===== src/hdl/lph_pkg.sv =====
// lph_pkg: shared types, constants and the load limit table for the linear probe hash map
// depends on nothing; imported by every module under hdl
package lph_pkg;

	localparam int CAPACITY = 256; // power of two, home slot is the low key bits
	localparam int IDX_W = $clog2(CAPACITY);
	localparam int CNT_W = $clog2(CAPACITY + 1);
	localparam int KEY_W = 64;
	localparam int VAL_W = 64;
	localparam int PCT_W = 7;
	localparam int PCT_RANGE = 1 << PCT_W;
	localparam int PCT_MAX = 99;
	localparam int PCT_SCALE = 100;
	localparam int LOAD_LIMIT_RESET = 80;

	typedef logic [IDX_W-1:0] idx_t;
	typedef logic [CNT_W-1:0] cnt_t;
	typedef logic [PCT_W-1:0] pct_t;

	typedef enum logic [1:0] {
		ST_FOUND   = 2'd0,
		ST_MISSING = 2'd1,
		ST_STORED  = 2'd2,
		ST_FULL    = 2'd3
	} status_t;

	typedef enum logic {
		OP_GET = 1'b0,
		OP_SET = 1'b1
	} op_t;

	typedef struct packed {
		op_t              op;
		logic [KEY_W-1:0] key;
		logic [VAL_W-1:0] data_value;
		logic             value_is_empty;
	} req_t;

	typedef struct packed {
		status_t          status;
		logic [VAL_W-1:0] read_value;
	} rsp_t;

	typedef struct packed {
		logic [KEY_W-1:0] key;
		logic [VAL_W-1:0] value;
	} slot_t;

	typedef struct packed {
		logic  wr_en;
		idx_t  addr;
		slot_t wdata;
	} mem_cmd_t;

	typedef cnt_t limit_table_t [PCT_RANGE];

	// entry limit per percent setting, settings above the maximum clamp to it
	function automatic limit_table_t build_limit_table();
		limit_table_t t;
		int p;
		for (int i = 0; i < PCT_RANGE; i++) begin
			p = (i > PCT_MAX) ? PCT_MAX : i;
			t[i] = CNT_W'((CAPACITY * p) / PCT_SCALE);
		end
		return t;
	endfunction

	localparam limit_table_t LIMIT_TABLE = build_limit_table();

endpackage


===== src/hdl/lph_probe_ctrl.sv =====
// lph_probe_ctrl: probe sequencer, shared key compare, occupancy bits and entry count
// depends on lph_pkg; drives lph_slot_ram through a mem_cmd_t
module lph_probe_ctrl (
	input  logic              clk,
	input  logic              arst_n,
	input  logic              start,
	input  lph_pkg::req_t     req,
	input  lph_pkg::cnt_t     limit,
	input  lph_pkg::slot_t    mem_rd,
	output lph_pkg::mem_cmd_t mem_cmd,
	output logic              busy,
	output logic              done,
	output lph_pkg::rsp_t     rsp
);
	import lph_pkg::*;

	typedef enum logic [2:0] {
		S_IDLE  = 3'b001,
		S_PROBE = 3'b010,
		S_CMP   = 3'b100
	} state_t;

	state_t         state_q;
	req_t           req_q;
	idx_t           idx_q;
	idx_t           cnt_q;
	cnt_t           count_q;
	logic [CAPACITY-1:0] occ_q;
	logic           done_q;
	rsp_t           rsp_q;

	logic  slot_occ;
	logic  key_match;
	logic  last_probe;
	logic  resolve;
	logic  hit_empty;
	logic  hit_match;
	logic  store;
	logic  count_inc;
	rsp_t  rsp_n;

	assign slot_occ   = occ_q[idx_q];
	assign key_match  = (mem_rd.key == req_q.key);
	assign last_probe = (cnt_q == IDX_W'(CAPACITY - 1));

	always_comb begin
		resolve   = 1'b0;
		hit_empty = 1'b0;
		hit_match = 1'b0;
		unique case (state_q)
			S_PROBE: begin
				if (!slot_occ) begin
					resolve   = 1'b1;
					hit_empty = 1'b1;
				end
			end
			S_CMP: begin
				if (key_match) begin
					resolve   = 1'b1;
					hit_match = 1'b1;
				end else if (last_probe) begin
					resolve = 1'b1;
				end
			end
			default: ;
		endcase
	end

	always_comb begin
		store     = 1'b0;
		count_inc = 1'b0;
		rsp_n.status     = ST_MISSING;
		rsp_n.read_value = '0;
		if (req_q.op == OP_GET) begin
			if (hit_match) begin
				rsp_n.status     = ST_FOUND;
				rsp_n.read_value = mem_rd.value;
			end
		end else begin
			rsp_n.read_value = req_q.data_value;
			rsp_n.status     = ST_FULL;
			if (hit_match) begin
				rsp_n.status = ST_STORED;
				store        = resolve;
			end else if (hit_empty && (count_q < limit)) begin
				rsp_n.status = ST_STORED;
				store        = resolve;
				count_inc    = resolve;
			end
		end
	end

	always_comb begin
		mem_cmd.wr_en       = store;
		mem_cmd.addr        = idx_q;
		mem_cmd.wdata.key   = req_q.key;
		mem_cmd.wdata.value = req_q.value_is_empty ? '0 : req_q.data_value;
	end

	always_ff @(posedge clk or negedge arst_n) begin
		if (!arst_n) begin
			state_q <= S_IDLE;
			occ_q   <= '0;
			count_q <= '0;
			done_q  <= 1'b0;
		end else begin
			done_q <= resolve;
			if (store) begin
				occ_q[idx_q] <= !req_q.value_is_empty;
			end
			if (count_inc) begin
				count_q <= count_q + CNT_W'(1);
			end
			unique case (state_q)
				S_IDLE: begin
					if (start) begin
						state_q <= S_PROBE;
					end
				end
				S_PROBE: begin
					state_q <= resolve ? S_IDLE : S_CMP;
				end
				S_CMP: begin
					state_q <= resolve ? S_IDLE : S_PROBE;
				end
				default: state_q <= S_IDLE;
			endcase
		end
	end

	always_ff @(posedge clk) begin
		if (state_q == S_IDLE && start) begin
			req_q <= req;
			idx_q <= req.key[IDX_W-1:0];
			cnt_q <= '0;
		end else if (state_q == S_CMP && !resolve) begin
			idx_q <= idx_q + IDX_W'(1);
			cnt_q <= cnt_q + IDX_W'(1);
		end
		if (resolve) begin
			rsp_q <= rsp_n;
		end
	end

	assign busy = (state_q != S_IDLE);
	assign done = done_q;
	assign rsp  = rsp_q;

endmodule


===== config.mk =====
export PLATFORM = sky130hd
export DESIGN_NAME = lph_probe_ctrl
export DESIGN_NICKNAME = d
export VERILOG_FILES = /design/src/hdl/lph_pkg.sv /design/src/hdl/lph_probe_ctrl.sv
export SDC_FILE = /design/constraint.sdc
export NUM_CORES = 1
export LEC_CHECK = 0
export BUFFER_PORTS_ARGS = -buffer_cell sky130_fd_sc_hd__buf_2
export CAP_MARGIN = 20
export CORE_AREA = 10 10 245 224
export DETAILED_ROUTE_END_ITERATION = 6
export DIE_AREA = 0 0 255 234
export PLACE_DENSITY_LB_ADDON = 0.2
export RECOVER_POWER = 25
export SLEW_MARGIN = 20
export SYNTH_ARGS = -nofsm -noshare
export SYNTH_HDL_FRONTEND = slang
export SYNTH_SLANG_ARGS = --single-unit

===== constraint.sdc =====
create_clock -name clk -period 11.2 [get_ports clk]
set_clock_uncertainty 0.05 [all_clocks]
set_input_delay 0.56 -clock clk [delete_from_list [all_inputs] [get_ports clk]]
set_output_delay 0.56 -clock clk [all_outputs]
set_load 0.02 [all_outputs]

Word-level counts from Yosys, hierarchy flattened
Index checks and enable logic that the tools add are counted.
Widths: inputs -> output; s select.
- magnitude comparators: 3
- reduce and logical (&&, ||, !) cells: 7
- equal/unequal tests: 7
- muxes and demuxes: 28
- add/sub/neg operators: 3
- operator list (cell ; count):
    $bwmux 256 ; 1
    $mux 66 ; 1
    $mux 65 ; 1
    $eq 64x64->1 ; 1
    $mux 64 ; 1
    $add 8x1->8 const B ; 2
    $mux 8 ; 2
    $mux 1 ; 15
    $add 9x1->9 const B ; 1
    $lt 8x9->1 const B ; 1
    $lt 9x9->1 ; 1
    $pmux 3 s3 ; 1
    $bmux 1 s8 ; 1
    $demux 1 s8 ; 1
    $eq 8x8->1 const B ; 1
    $ge 8x1->1 const B ; 1
    $mux 3 ; 2
    $logic_and 1x1->1 ; 4
    $eq 3x1->1 const B ; 1
    $eq 3x2->1 const B ; 1
    $eq 3x3->1 const B ; 1
    $ne 3x1->1 const B ; 1
    $logic_not 1->1 ; 2
    $mux 2 ; 1
    3 further kinds ; 3
- input port bits: 270
- output and inout bits: 205
- register bits after elaboration: 481
- logic and storage cells: 60

Depth between registers and ports, before layout
- depth after elaboration: 8
- mapped depth: 16
- depth with buffers taken out: 10

Worst setup path after synthesis
No wires, ideal clock.
- kind: reg-to-reg
- start: reg state_q[0]
- end: reg idx_q[0], data pin
- buffers on the path: 1
- setup time: 448 ps
- path slack: 5426 ps
- arrival: 5275 ps
- data required time: 10702 ps
- clock period less this slack: 5774 ps
- cell stages (with the launch flop): 5
- path through: dfstp_2 -> or3b_2 -> nor2_1 -> clkbuf_1 -> o21ai_0
- longest elaborated chain between the ends: 3
- RTL lines (element ; RTL line ; RTL):
    start: declaration ; lph_probe_ctrl.sv:23 ; state_t state_q;
    start signal: assignment ; lph_probe_ctrl.sv:121 ; state_q <= resolve ? S_IDLE : S_CMP;
    start signal: assignment ; lph_probe_ctrl.sv:124 ; state_q <= resolve ? S_IDLE : S_PROBE;
    $eq 3x1->1 ; lph_probe_ctrl.sv:132 ; if (state_q == S_IDLE && start) begin
    $logic_and 1x1->1 ; lph_probe_ctrl.sv:132 ;
    $mux 8 ; lph_probe_ctrl.sv:132 ;
    end signal: assignment ; lph_probe_ctrl.sv:134 ; idx_q <= req.key[IDX_W-1:0];
    end signal: assignment ; lph_probe_ctrl.sv:137 ; idx_q <= idx_q + IDX_W'(1);
    end: declaration ; lph_probe_ctrl.sv:25 ; idx_t idx_q;
No other way between the ends.
A chain may end at the register's enable or synchronous reset.

==> key figures <==
Pwr
  – Clock network power share: 30.0%
  – Pwr/cell area: 200 nW/um^2
  – Switch Pwr: 1.90 mW
  – Leakage: 11.1 nW
  – Sequential share of power: 41.6%
  – Switching portion of total power: 35.3%
  – Max IR drop VDD: 124 uV
  – Logic gate share of total power: 28.4%
  – Internal Pwr Total: 3.49 mW

CTS
  – TritonCTS Buffers: 51
  – Cts repair resizes: 0
  – H-tree Lvls: 2
  – Clk_lat worst skew: 0.59 ns
  – Clock sinks: 481
  – Clock root cell: clkbuf_16
  – Clock transition at the registers of the reported paths: 0.06 ns
  – # hold bufs at CTS: 0
  – Postcts setup bufs: 0
  – Max Buffers Root-to-Sink: 3
  – CTS tree: built

Global route
  – GR Layer Usage met3: 4.48%
  – Busiest layer in global routing: met2
  – Largest net degree at the start of global routing: 187
  – Met2 usage: 37.2%
  – Grt ovf: 0
  – Global-route wire length before repair: 106000 um
  – Number of global-route vias before repair: 17100
  – Antenna violations before repair: 8
  – GRT Resource Usage Total: 22.7%
  – Met1 GRT Util: 30.6%

STA
  – Fin crit period: 6.21 ns
  – Count of final hold-check violations: 0
  – Final-report max-slew violation count: 108
  – Setup TNS Final: 0 ns
  – Relative slew slack: -295%
  – Final setup viols: 0
  – Min Hold Slack: 0.0917 ns
  – RSZ-0062 raised after global routing: false
  – Worst slew pin tran: 5.92 ns
  – Fmax: 161 MHz
  – Crit share post-route: 55.5%

Routing
  – Drt wl/cell: 23.4 um
  – DR vias: 17700
  – DRC violations left: 0
  – Routed vias/inst: 5.80
  – Drt first pass iters: 6
  – Initial drt markers: 1908
  – ANT nets after route: 0
  – WL final: 71100 um

Floorplan
  – # rows: 78
  – Core area: 49800 um^2
  – Ports: 475
  – Die Footprint: 59700 um^2
  – Die Wd: 255 um
  – Die Ht: 234 um
  – Effective utilization at floorplan: 46.4%

Synth
  – Synth area leader: dfrtp_1
  – Post-synthesis sequential area ratio: 56.4%
  – Yosys reg bits: 481
  – Avg Cell Area, Syn: 11.3 um^2
  – Cells after Synth: 2034
  – FFs w/ async S/R, synth: 55.9%
  – Post-synth top area share: 29.1%
  – Syn nets: 2318
  – Netlist Area Pre-Place: 23100 um^2
  – Unique masters post-synth: 55
  – Synth top area cells: dfrtp_1 (29%), edfxtp_1 (27%), o31ai_1 (7.3%)
  – Most frequent cells after synthesis: o21ai_0 (281), dfrtp_1 (268), nand2_1 (236)
  – Top-count cell post-synth: o21ai_0
  – Number of synthesized flops with an enable pin: 204
  – Main synth FF type: dfrtp_1
  – Yosys warns: 0

Worst setup path
  – Critical path capture point type: primary output
  – CP Launch Type: flop
  – Worst path cell trace: buf_4 -> buf_4 -> mux4_2 -> mux4_2 -> mux2_2 -> or3_1 -> nand4b_2 -> a31oi_4 -> buf_4 -> nor2_1 -> buf_2
  – WP data required: 10.59 ns
  – Worst Reg-to-Reg Cells: 11
  – CP arrival: 5.60 ns
  – Crit-path most repeated cell: buf_4
  – Max incr delay on CP: 0.87 ns
  – Critical-path top delay cell: buf_4
  – CP Max Fanout: 95
  – Worst Setup Path Type: reg -> out

Layout
  – Area grow syn2layout: 16.9%
  – Share of cells above drive strength 1: 26.3%
  – Fin nets: 2642

Placement
  – Gpl congestion: 0.955
  – DPL Wire Length: 47500 um
  – IO Port Bufs: 474

Worst hold path
  – Hold path cells: 1
  – Worst Hold Class: in -> reg

Status
  – Failing checks: capacitance limit, slew limit
  – Outcome: finished, violations left

Flow run
  – Max-Cap Viols: 1
## routing by layer
metal | part of all wire [%] | wire length, um | vias up
li1 | - | - | 8144
met1 | 42 | 29600 | 8791
met2 | 49 | 35100 | 641
met3 | 7.3 | 5200 | 84
met4 | 1.7 | 1180 | 0
met5 | 0 | 0 | -
## cells in the final DEF (no fill, tap or decap), drive strengths merged, types with 32 or more instances in the layout
cell / n
buf: 491
o31ai: 225
mux2i: 70
xnor2: 71
nor2: 36
o21ai: 281
mux4: 45
clkbuf: 83
inv: 32
dfrtp: 268
o41ai: 33
nand2: 236
edfxtp: 204
nor2b: 70
nand3: 35
## critical path, delay by kind of cell, from the launching register on
family / cells / cell delay, ns
buffers and inverters: 4 / 2.02
DFF: 1 / 0.32
AOI/OAI and AO/OA: 1 / 0.31
muxes: 3 / 1.36
and+or+nand+nor: 3 / 0.90
## cell type report
type / instances / area [um^2]
Sequential cell: 481 / 13000
Fill cell: 4321 / 22800
Clock inverter: 16 / 82.6
Tap cell: 640 / 801
Timing Repair Buffer: 500 / 2590
Multi-Input combinational cell: 1293 / 8850
Antenna cell: 11 / 27.5
Clock buffer: 74 / 1500
Inverter: 31 / 116
## path summary, 6_finish.rpt
| path | startpoint | slack [ns] | end |
|---|---|---|---|
| min reg2reg | count_q[8]$_DFFE_PN0P_ | 0.44 | count_q[8]$_DFFE_PN0P_ |
| max in group asynchronous | arst_n | 5.64 | occ_q[227]$_DFFE_PN0P_ |
| max | idx_q[1]$_DFFE_PP_ | 4.99 | mem_cmd[136] |
| max reg2reg | idx_q[1]$_DFFE_PP_ | 5.63 | occ_q[249]$_DFFE_PN0P_ |
| min | req[56] | 0.09 | req_q[56]$_DFFE_PP_ |
| min in group asynchronous | arst_n | 2.10 | occ_q[43]$_DFFE_PN0P_ |
## registers in the layout (all words and copies together) (netlist names)
signal   cells
occ_q      256
count_q      9
req_q       66
cnt_q        8
mem_cmd     64
state_q      3
idx_q        8
done         1
rsp         66
## per-stage QoR
step	cells	power [mW]	area [um^2]	utilization [%]	setup WS (ns)
6_report	3046	5.39	27000	54.2	4.99
5_1_grt	3041	5.62	27000	54.2	4.42
4_1_cts	3035	5.42	27000	54.2	4.98
3_5_place_dp	2945	3.80	25400	51.0	5.42
3_3_place_gp	2945	3.78	25400	51.0	5.61
2_1_floorplan	2034	3.31	23100	-	5.43
## power by group through the flow
stage | Combinational, mW | Sequential (mW) | Clock, mW
final | 1.53 | 2.24 | 1.62
after CTS | 1.53 | 2.24 | 1.65
after detailed placement | 1.53 | 2.27 | 0
after global placement | 1.51 | 2.26 | 0
after global routing | 1.64 | 2.26 | 1.72
after floorplan | 1.01 | 2.30 | 0
## logic make-up (layout without fill, tap and decap cells)
logic type | count (synthesis) | in the layout | share of synthesized area, %
xor gates and xnor gates | 86 | 86 | 3.26
and+or+nand+nor | 487 | 487 | 10.1
buffers and inverters | 260 | 621 | 5.62
other | 0 | 11 | 0
DFF | 481 | 481 | 56.4
AOI/OAI and AO/OA | 584 | 584 | 16.1
adders and majority gates | 14 | 14 | 0.759
muxes | 122 | 122 | 7.77
Power figures use the tool's default switching activity.
